`src/hw/rtl/b64lw_pkg.sv`:
```
// Package for the line-wrapping base64 encoder.
// Holds the item, configuration and group types, the character constants and the alphabet.
// No dependencies.
package b64lw_pkg;

    // Configuration register indexes.
    localparam logic [1:0] CFG_WRAP_ENABLE = 2'd0;
    localparam logic [1:0] CFG_LINE_LIMIT  = 2'd1;

    // Register reset values.
    localparam logic       WRAP_ENABLE_RST = 1'b1;
    localparam logic [7:0] LINE_LIMIT_RST  = 8'd72;

    // Special characters.
    localparam logic [7:0] CH_PAD = 8'h3D;
    localparam logic [7:0] CH_LF  = 8'h0A;

    // Most characters one input item can cause: four plus a line feed.
    localparam int unsigned MAX_CHARS = 5;

    typedef struct packed {
        logic [7:0] data_byte;
        logic       last_byte;
    } t_in_item;

    typedef struct packed {
        logic [7:0] out_char;
        logic       run_end;
        logic       stream_done;
    } t_out_item;

    typedef struct packed {
        logic       wrap_enable;
        logic [7:0] line_limit;
    } t_cfg;

    // All characters caused by one input item, ready to be sent in order.
    typedef struct packed {
        logic [MAX_CHARS-1:0][7:0] chars;
        logic [2:0]                count;
        logic                      last;
    } t_group;

    // Maps a six-bit value to its character of the standard alphabet.
    function automatic logic [7:0] b64_char(input logic [5:0] v);
        logic [7:0] c;
        case (v) inside
            [6'd0:6'd25]:  c = 8'h41 + {2'b00, v};
            [6'd26:6'd51]: c = 8'h61 + {2'b00, v} - 8'd26;
            [6'd52:6'd61]: c = 8'h30 + {2'b00, v} - 8'd52;
            6'd62:         c = 8'h2B;
            default:       c = 8'h2F;
        endcase
        return c;
    endfunction

endpackage

```
`src/hw/rtl/b64lw_encode.sv`:
```
// Encode stage: input register, held bytes, group fill and line count.
// Turns one input item into a group of up to five characters in one pass.
// Depends on b64lw_pkg.
module b64lw_encode
    import b64lw_pkg::*;
(
    input  logic     i_clk,
    input  logic     i_rst_n,
    input  t_cfg     i_cfg,
    input  logic     i_in_valid,
    output logic     o_in_ready,
    input  t_in_item i_in_item,
    input  logic     i_grp_ready,
    output logic     o_grp_load,
    output t_group   o_grp
);

    logic       r_in_valid;
    t_in_item   r_in;
    logic [7:0] r_held0, r_held1;
    logic [1:0] r_fill;
    logic [7:0] r_line_count;

    logic [7:0] n_held0, n_held1;
    logic [1:0] n_fill;
    logic [7:0] n_line_count;
    logic [8:0] lc_sum;
    logic [7:0] lc_sat;
    logic [7:0] lc_after;
    logic [7:0] b;
    t_group     grp;
    logic       adv;

    // Build the group of characters and the next state from the held item.
    always_comb begin
        b        = r_in.data_byte;
        grp      = '0;
        grp.last = r_in.last_byte;
        n_held0  = r_held0;
        n_held1  = r_held1;
        n_fill   = r_fill;
        lc_sum   = {1'b0, r_line_count} + 9'd4;
        lc_sat   = lc_sum[8] ? 8'hFF : lc_sum[7:0];
        lc_after = r_line_count;

        if (r_fill == 2'd2) begin
            // Full group of three bytes.
            grp.chars[0] = b64_char(r_held0[7:2]);
            grp.chars[1] = b64_char({r_held0[1:0], r_held1[7:4]});
            grp.chars[2] = b64_char({r_held1[3:0], b[7:6]});
            grp.chars[3] = b64_char(b[5:0]);
            grp.count    = 3'd4;
            n_fill       = 2'd0;
            lc_after     = lc_sat;
            if (i_cfg.wrap_enable && (lc_sat >= i_cfg.line_limit)) begin
                grp.chars[4] = CH_LF;
                grp.count    = 3'd5;
                lc_after     = 8'd0;
            end
        end else if (!r_in.last_byte) begin
            // Collect the byte and wait for the rest of the group.
            if (r_fill[0]) begin
                n_held1 = b;
            end else begin
                n_held0 = b;
            end
            n_fill = r_fill + 2'd1;
        end else begin
            // Padded tail group of one or two bytes.
            if (r_fill == 2'd0) begin
                grp.chars[0] = b64_char(b[7:2]);
                grp.chars[1] = b64_char({b[1:0], 4'b0000});
                grp.chars[2] = CH_PAD;
            end else begin
                grp.chars[0] = b64_char(r_held0[7:2]);
                grp.chars[1] = b64_char({r_held0[1:0], b[7:4]});
                grp.chars[2] = b64_char({b[3:0], 2'b00});
            end
            grp.chars[3] = CH_PAD;
            grp.count    = 3'd4;
            n_fill       = 2'd0;
            lc_after     = lc_sat;
        end

        n_line_count = lc_after;
        if (r_in.last_byte) begin
            // With wrapping on, a non-empty last line is closed by a line feed; the count is then
            // never zero with four characters in the group and no line feed yet.
            if (i_cfg.wrap_enable && (lc_after != 8'd0)) begin
                grp.chars[4] = CH_LF;
                grp.count    = 3'd5;
            end
            n_held0      = 8'd0;
            n_held1      = 8'd0;
            n_fill       = 2'd0;
            n_line_count = 8'd0;
        end
    end

    // An item leaves the input register once its group has a place to go.
    assign adv        = r_in_valid && ((grp.count == 3'd0) || i_grp_ready);
    assign o_in_ready = !r_in_valid || adv;
    assign o_grp_load = adv && (grp.count != 3'd0);
    assign o_grp      = grp;

    // Input register.
    always_ff @(posedge i_clk) begin
        if (!i_rst_n) begin
            r_in_valid <= 1'b0;
        end else if (i_in_valid && o_in_ready) begin
            r_in_valid <= 1'b1;
        end else if (adv) begin
            r_in_valid <= 1'b0;
        end
    end

    always_ff @(posedge i_clk) begin
        if (i_in_valid && o_in_ready) begin
            r_in <= i_in_item;
        end
    end

    // Encoder state.
    always_ff @(posedge i_clk) begin
        if (!i_rst_n) begin
            r_held0      <= 8'd0;
            r_held1      <= 8'd0;
            r_fill       <= 2'd0;
            r_line_count <= 8'd0;
        end else if (adv) begin
            r_held0      <= n_held0;
            r_held1      <= n_held1;
            r_fill       <= n_fill;
            r_line_count <= n_line_count;
        end
    end

    // The group fill never reaches three.
    a_fill_range: assert property (@(posedge i_clk) disable iff (!i_rst_n)
        r_fill != 2'd3)
        else $error("group fill out of range");

    // The end of a stream leaves no bytes held and an empty line.
    a_stream_clear: assert property (@(posedge i_clk) disable iff (!i_rst_n)
        (adv && r_in.last_byte) |=> (r_fill == 2'd0 && r_line_count == 8'd0))
        else $error("state not cleared at stream end");

endmodule

```
`src/hw/rtl/b64lw_serial.sv`:
```
// Result register: holds one group of characters and sends them one per cycle while the receiver is ready.
// Marks the last character of each group and of each stream.
// Depends on b64lw_pkg.
module b64lw_serial
    import b64lw_pkg::*;
(
    input  logic      i_clk,
    input  logic      i_rst_n,
    input  logic      i_grp_load,
    input  t_group    i_grp,
    output logic      o_grp_ready,
    output logic      o_out_valid,
    input  logic      i_out_ready,
    output t_out_item o_out_item
);

    logic                      r_valid;
    logic [MAX_CHARS-1:0][7:0] r_chars;
    logic [2:0]                r_cnt;
    logic [2:0]                r_idx;
    logic                      r_last;

    logic at_end;
    logic take;

    // Position of the current character within its group.
    assign at_end      = (r_idx == (r_cnt - 3'd1));
    assign take        = r_valid && i_out_ready;
    assign o_grp_ready = !r_valid || (i_out_ready && at_end);

    assign o_out_valid            = r_valid;
    assign o_out_item.out_char    = r_chars[r_idx];
    assign o_out_item.run_end     = at_end;
    assign o_out_item.stream_done = at_end && r_last;

    // Control: valid flag and character index.
    always_ff @(posedge i_clk) begin
        if (!i_rst_n) begin
            r_valid <= 1'b0;
            r_idx   <= 3'd0;
        end else if (i_grp_load) begin
            r_valid <= 1'b1;
            r_idx   <= 3'd0;
        end else if (take && at_end) begin
            r_valid <= 1'b0;
        end else if (take) begin
            r_idx <= r_idx + 3'd1;
        end
    end

    // Payload of the group.
    always_ff @(posedge i_clk) begin
        if (i_grp_load) begin
            r_chars <= i_grp.chars;
            r_cnt   <= i_grp.count;
            r_last  <= i_grp.last;
        end
    end

    // A held group has between one and five characters and the index stays inside it.
    a_idx_range: assert property (@(posedge i_clk) disable iff (!i_rst_n)
        r_valid |-> (r_cnt != 3'd0 && r_cnt <= 3'd5 && r_idx < r_cnt))
        else $error("character index outside its group");

    // A new group is loaded only when the previous one is gone or finishing.
    a_no_overwrite: assert property (@(posedge i_clk) disable iff (!i_rst_n)
        i_grp_load |-> (!r_valid || (take && at_end)))
        else $error("group overwritten before it was sent");

endmodule

```
`src/hw/rtl/base64_line_wrapping_encoder_top.sv`:
```
// Top level of the line-wrapping base64 encoder.
// Holds the configuration registers and joins the encode stage to the result register.
// Depends on b64lw_pkg, b64lw_encode and b64lw_serial.
//
// Usage: bytes enter on the input channel (valid/ready), one item per byte, with
// last_byte set on the final byte of a stream. Characters leave on the output
// channel, one item per character, with run_end on the last character caused by
// an input item and stream_done on the final character of the stream.
// The first character of an item reaches the output through the input register and
// then the result register, which takes the group once its previous group is done.
// Every third byte of a group causes four characters, or five with a line feed;
// a final byte that leaves a group partial causes four characters with padding, or
// five with the closing line feed; other bytes cause none. The output sends one
// character a cycle while the receiver is ready, so the result register sets the rate.
// Configuration (wrap enable, line limit) is to be written through the write port only
// while the block is idle; the block does not enforce this. Reset clears the held
// bytes, the line count and both channels and loads wrap enable 1 and line limit 72.
// When the receiver stalls, the current character holds; bytes that only fill
// the group are still taken, and input ready drops once a byte that completes
// a group waits in the input register behind the group being sent.
module base64_line_wrapping_encoder_top
    import b64lw_pkg::*;
(
    input  logic      i_clk,
    input  logic      i_rst_n,
    input  logic      i_cfg_we,
    input  logic [1:0] i_cfg_index,
    input  logic [7:0] i_cfg_data,
    input  logic      i_in_valid,
    output logic      o_in_ready,
    input  t_in_item  i_in_item,
    output logic      o_out_valid,
    input  logic      i_out_ready,
    output t_out_item o_out_item
);

    logic   r_wrap_enable;
    logic [7:0] r_line_limit;
    t_cfg   cfg;
    logic   grp_load;
    logic   grp_ready;
    t_group grp;

    // Configuration registers; unknown indexes are ignored.
    always_ff @(posedge i_clk) begin
        if (!i_rst_n) begin
            r_wrap_enable <= WRAP_ENABLE_RST;
            r_line_limit  <= LINE_LIMIT_RST;
        end else if (i_cfg_we) begin
            case (i_cfg_index)
                CFG_WRAP_ENABLE: r_wrap_enable <= i_cfg_data[0];
                CFG_LINE_LIMIT:  r_line_limit  <= i_cfg_data;
                default: ;
            endcase
        end
    end

    assign cfg.wrap_enable = r_wrap_enable;
    assign cfg.line_limit  = r_line_limit;

    b64lw_encode u_encode (
        .i_clk       (i_clk),
        .i_rst_n     (i_rst_n),
        .i_cfg       (cfg),
        .i_in_valid  (i_in_valid),
        .o_in_ready  (o_in_ready),
        .i_in_item   (i_in_item),
        .i_grp_ready (grp_ready),
        .o_grp_load  (grp_load),
        .o_grp       (grp)
    );

    b64lw_serial u_serial (
        .i_clk       (i_clk),
        .i_rst_n     (i_rst_n),
        .i_grp_load  (grp_load),
        .i_grp       (grp),
        .o_grp_ready (grp_ready),
        .o_out_valid (o_out_valid),
        .i_out_ready (i_out_ready),
        .o_out_item  (o_out_item)
    );

endmodule

```
`config.mk`:
```
export PLATFORM = sky130hd
export DESIGN_NAME = base64_line_wrapping_encoder_top
export DESIGN_NICKNAME = d
export VERILOG_FILES = /design/src/hw/rtl/b64lw_pkg.sv /design/src/hw/rtl/b64lw_encode.sv /design/src/hw/rtl/b64lw_serial.sv /design/src/hw/rtl/base64_line_wrapping_encoder_top.sv
export SDC_FILE = /design/constraint.sdc
export NUM_CORES = 1
export LEC_CHECK = 0
export BUFFER_PORTS_ARGS = -buffer_cell sky130_fd_sc_hd__clkbuf_2
export CORE_AREA = 5 5 120 122
export DETAILED_ROUTE_END_ITERATION = 6
export DIE_AREA = 0 0 125 127
export PLACE_DENSITY = 0.88
export RECOVER_POWER = 25
export SYNTH_ARGS = -nofsm -noshare
export SYNTH_HDL_FRONTEND = slang
export SYNTH_SLANG_ARGS = --single-unit
```
`constraint.sdc`:
```
create_clock -name i_clk -period 6.1 [get_ports i_clk]
set_input_delay 0.915 -clock i_clk [delete_from_list [all_inputs] [get_ports i_clk]]
set_output_delay 0.915 -clock i_clk [all_outputs]
set_load 0.05 [all_outputs]
```
======== After elaboration in Yosys (flattened, before gate mapping) ========
Index checks and enable logic that the tools add are counted.
Widths: inputs -> output; s select.
word-level totals
  bits in registers ....................... 93
  input bits .............................. 24
  logic and storage cells ................. 236
operators by class
  reduce and logical (&&, ||, !) cells .... 52
  $add $sub $neg .......................... 44
  equal/unequal tests ..................... 11
  bitwise logic cells ..................... 2
  order comparisons ....................... 50
  muxes and demuxes ....................... 59
operator list
  cell                 count
  $mux 8               37
  $add 7x6->8 const A  16
  $le 6x6->1 const B   16
  $sub 8x5->8 const B  8
  $sub 8x6->8 const B  8
  $add 6x6->7 const A  8
  $ge 6x1->1 const B   8
  $ge 6x5->1 const B   8
  $ge 6x6->1 const B   8
  $le 6x5->1 const B   8
  $eq 6x6->1 const B   6
  $mux 35              1
  $logic_and 1x1->1    33
  $mux 33              1
  $bmux 8 s3           1
  $mux 24              1
  $mux 3               8
  $mux 4               3
  $add 8x3->9 const B  1
  $ge 8x8->1           1
  $reduce_bool 8->1    1
  $reduce_and 2->1     3
  $reduce_and 3->1     2
  $reduce_bool 2->1    3
  17 further kinds     28

======== Logic depth before layout (Yosys ltp) ========
  word-level depth ........................ 16
  gate-level depth with buffers ........... 12

======== Modules after synthesis ========
From an unflattened synthesis, not the netlist that was laid out.
second synthesis, totals
  cells, all modules ...................... 861
  area total of the unflattened synthesis .. 7493.4 um2
by module, submodules not included
  module                            area each (um2)  times used  sequential area each (um2)  cells an instance
  b64lw_encode                      5101.1           1           810.8                       705
  b64lw_serial                      2011.9           1           1401.3                      116
  base64_line_wrapping_encoder_top  380.4            1           180.2                       40

======== Worst setup path before layout ========
Ideal clock, no wire load.
  path type ............................... register to output
  start ................................... register u_serial.r_idx[0]
  end ..................................... output o_out_item[3] (netlist bit)
  slack ................................... 2.991 ns
  stages on the path, launching flop included .. 5
  data arrival time ....................... 2.194 ns
  required time ........................... 5.185 ns
  cells stage by stage .................... dfxtp_1 clkbuf_1 mux4_2 inv_1 o21ai_0
RTL lines
  item                    line                                    RTL
  start, declared         b64lw_serial.sv:20                      logic [2:0] r_idx;
  start signal, assigned  b64lw_serial.sv:47                      r_idx <= r_idx + 3'd1;
  end, declared           base64_line_wrapping_encoder_top.sv:34  output t_out_item o_out_item

======== Worst setup path after layout ========
  start ................................... register u_serial.r_idx[0]
  end ..................................... output o_in_ready
on the way
  word-level cells in the longest chain between the ends .. 6
RTL lines
  item               line                                    RTL
  $eq 3x3->1         b64lw_serial.sv:27                      assign at_end = (r_idx == (r_cnt - 3'd1));
  $logic_and 1x1->1  b64lw_serial.sv:29                      assign o_grp_ready = !r_valid || (i_out_ready && at_end);
  $logic_or 1x1->1   b64lw_serial.sv:29
  $logic_or 1x1->1   b64lw_encode.sv:101                     assign adv = r_in_valid && ((grp.count == 3'd0) || i_grp_ready);
  $logic_and 1x1->1  b64lw_encode.sv:101
  $logic_or 1x1->1   b64lw_encode.sv:102                     assign o_in_ready = !r_in_valid || adv;
  end, declared      base64_line_wrapping_encoder_top.sv:30  output logic o_in_ready,
No other way between the ends.

==> flow_summary.toml <==
[worst_hold_path]
hold_class = "reg2reg"

[timing]
hold_violations = 0
setup_viol = 0
final.min_clock_period_ns = 3.85
drv_slew = 0
worstMarginPinSlew_ns = 1.25
setup_tns_ns = 0
rsz0062_at_grt = "false"
skew_ns = 0.0122
finalCritPeriodShare_pct = 63.2
max_freq_ghz = 0.260
relSlewSlack_pct = 15.8

[drt]
vias = 7459
dr.pass1.iters = 6
ant_nets = 0
wl_per_cell_um = 21.4
drc = 0
drtIter0Drc = 1003
drt-vias-per-instance = 6.79
finalWirelength_um = 23600

[flow_run]
cap_violations = 0

[clock_network]
cts-root-buf = "clkbuf_16"
clock-sinks = 84
clkTransAtPathRegs_ns = 0.07
cts_made_buffers = 9
hold_buffers = 0
cts.path.max_buffers = 2
cts_max_level = 3
cts_resized = 0
cts_tree = "built"
insertion_delay_ns = 0.35
cts_setup_buffers = 0

[floorplan]
fp.dieArea_um2 = 15900
ios = 36
die_w_um = 125
initial_utilization_pct = 59.3
rows = 42
core_um2 = 13100
die_h_um = 127

[power_and_ir_drop]
p_clk_share_pct = 36.1
comb_power_share_pct = 20.2
ir_drop_uv = 118
power_density_nw_per_um2 = 184
total_power_mw = 1.51
seqPwrFrac_pct = 43.7
power.leakage_nw = 3.11
internal-power_mw = 1.05
swShare_pct = 30.7
p_switching_uw = 463

[global_routing]
antenna_found_initial = 0
grt_first_pass_wirelength_um = 36900
grt-ovfl-total = 0
grt_max_degree = 34
gr-usage-all-layers_pct = 29.0
grt_pass1_vias = 6801

[finish]
diodes = 0
final_core_util_pct = 62.7
area_delta_synth_final_pct = 5.66
nNetsFinal = 1008
drive_gt1_share_pct = 8.99
final_cell_area_um2 = 8200
ff_latch_area_um2 = 2120
n_fill_cell = 1090
multi_input_area_um2 = 5140

[worst_setup_path]
path_max_fanout = 10
critPathCaptureType = "primary output"
arrival_ns = 2.94
path_cells = "inv_1 > ha_1 > o31ai_1 > nor2_1 > inv_1 > clkbuf_2"
cpMostUsedCell = "inv_1"
cp.required_ns = 5.18
path_class = "reg2out"
slowest_stage = "dfxtp_1"
startpoint_type = "register"
critPathMaxStageDelay_ns = 0.77

[logic_synthesis]
syn_avg_cell_area_um2 = 8.35
ys.flop_type = "edfxtp_1"
synth_edf_count = 44
ys_ff_latch = 84
netlist_area_um2 = 7760
synth_warnings = 0
synth_nets = 1019
yosysSeqAreaShare_pct = 27.4
synthArstFlopShare_pct = 0
syn_inst = 929
synth_cell_types = 81

[place]
place_congestion = 1.03
place_area_um2 = 7930
portBuffers = 35
dpl.hpwl_um = 17400

[status]
status = "finished clean"
[through the flow]
step | cells | hold slack (ns) | setup slack [ns]
floorplan | 929 | 0.424 | 2.99
global placement | 1083 | 0.475 | 2.78
detailed placement | 1083 | 0.475 | 2.73
CTS | 1099 | 0.488 | 2.31
global route | 1099 | 0.525 | 2.14
finish | 1099 | 0.489 | 2.25
[path summary, 6_finish.rpt]
check	endpoint	start	slack [ns]	cells past startpoint
setup reg to reg	u_serial.r_chars[7]$_DFFE_PP_	u_encode.r_fill[0]$_SDFFE_PN0P_	2.44	7
setup / recovery	o_in_ready	u_serial.r_idx[0]$_SDFFE_PP0P_	2.25	6
hold reg to reg	u_encode.r_line_count[1]$_SDFFE_PN0P_	u_encode.r_line_count[1]$_SDFFE_PN0P_	0.49	1
hold / removal	u_encode.r_line_count[1]$_SDFFE_PN0P_	u_encode.r_line_count[1]$_SDFFE_PN0P_	0.49	1
[routing by layer]
metal  vias to the layer above  global-route usage (%)  share of wire (%)
li1                       3419                       -                  -
met5                         -                       0                  0
met2                       482                    44.6                 44
met1                      3497                    40.9                 41
met3                        61                    5.59                 12
met4                         0                    10.1                3.2
[flip-flops by register name, summed over array words and instances, names as in the netlist]
signal and flops:
u_serial.r_chars 32, r_line_limit 8, u_encode.b 8, u_encode.r_held0 8, u_encode.r_held1 8, u_encode.r_line_count 8
u_serial.r_idx 3, u_encode.r_fill 2, u_serial.r_cnt 2, r_wrap_enable 1, u_encode.o_grp 1, u_encode.r_in_valid 1
u_serial.o_out_valid 1, u_serial.r_last 1
[layout by cell type, fill, tap and decap left out, types with 6 or more instances in the layout]
| master | count |
|---|---|
| or2_2 | 7 |
| mux4_2 | 8 |
| ha_1 | 66 |
| clkbuf_2 | 29 |
| xor2_1 | 11 |
| a21o_1 | 6 |
| buf_4 | 7 |
| dfxtp_1 | 40 |
| mux2i_1 | 19 |
| nand3_1 | 35 |
| or4_1 | 6 |
| nor3b_1 | 6 |
| a31oi_1 | 11 |
| nand2_1 | 70 |
| clkbuf_1 | 9 |
| and3_1 | 9 |
| a32o_1 | 6 |
| o311ai_0 | 7 |
| nand4_1 | 6 |
| a211oi_1 | 15 |
| clkbuf_16 | 9 |
| a21oi_1 | 53 |
| nor3_1 | 27 |
| o31ai_1 | 11 |
| inv_1 | 53 |
| nor2_1 | 60 |
| a22oi_1 | 12 |
| nand2b_1 | 10 |
| edfxtp_1 | 44 |
| xnor2_1 | 32 |
| nor2b_1 | 41 |
| or3_1 | 8 |
| a211o_1 | 7 |
| o21ai_0 | 48 |
| o211ai_1 | 9 |
| a22o_1 | 14 |
[cells by family (layout without fill, tap and decap cells)]
logic type / count (synthesis) / count (layout) / share of synthesized area [%]
AO/OA/AOI/OAI: 276 / 276 / 24.9
XOR/XNOR: 43 / 43 / 4.85
adder cells (fa/ha/maj): 66 / 66 / 10.6
buffers and inverters: 120 / 114 / 6.29
flip-flops: 84 / 84 / 27.4
multiplexers: 31 / 31 / 5.40
AND/OR/NAND/NOR: 309 / 309 / 20.5
[area by class of cell]
cell class / count / share of cell area [%]
Tap cell: 176 / 2.69
Timing Repair Buffer: 43 / 2.73
Clock buffer: 11 / 2.84
Sequential cell: 84 / 25.9
Inverter: 55 / 2.52
Multi-Input combinational cell: 725 / 62.7
Clock inverter: 5 / 0.626
[cell usage after synthesis, drive strengths merged, types with 10 or more instances]
| master | count | area (µm²) |
|---|---|---|
| dfxtp | 40 | 801 |
| o31ai | 11 | 82.6 |
| nand3 | 35 | 175 |
| ha | 66 | 826 |
| buf | 17 | 101 |
| nand2 | 70 | 263 |
| a22o | 14 | 123 |
| nand2b | 10 | 62.6 |
| xor2 | 11 | 96.3 |
| nor3 | 27 | 140 |
| xnor2 | 32 | 280 |
| a22oi | 12 | 90.1 |
| a21oi | 54 | 274 |
| inv | 55 | 206 |
| a211oi | 15 | 113 |
| a31oi | 11 | 68.8 |
| clkbuf | 48 | 180 |
| mux2i | 19 | 190 |
| o21ai | 52 | 260 |
| nor2 | 60 | 228 |
| edfxtp | 44 | 1320 |
| nor2b | 41 | 257 |
[worst max-delay path, delay by kind of cell (launching register included)]
family | cells | cell delay (ns)
buf+inv | 3 | 0.54
flops | 1 | 0.77
compound gates | 1 | 0.74
simple gates | 1 | 0.19
fa+ha+maj | 1 | 0.35
[power by group through the flow]
stage               Clock (mW)  Combinational [mW]  Sequential (mW)
floorplan                    0               0.233            0.645
global placement             0               0.292            0.668
detailed placement           0               0.294            0.670
CTS                      0.547               0.295            0.657
global route             0.576               0.324            0.661
finish                   0.545               0.304            0.660
No activity file was read; power rests on OpenSTA's default activity.
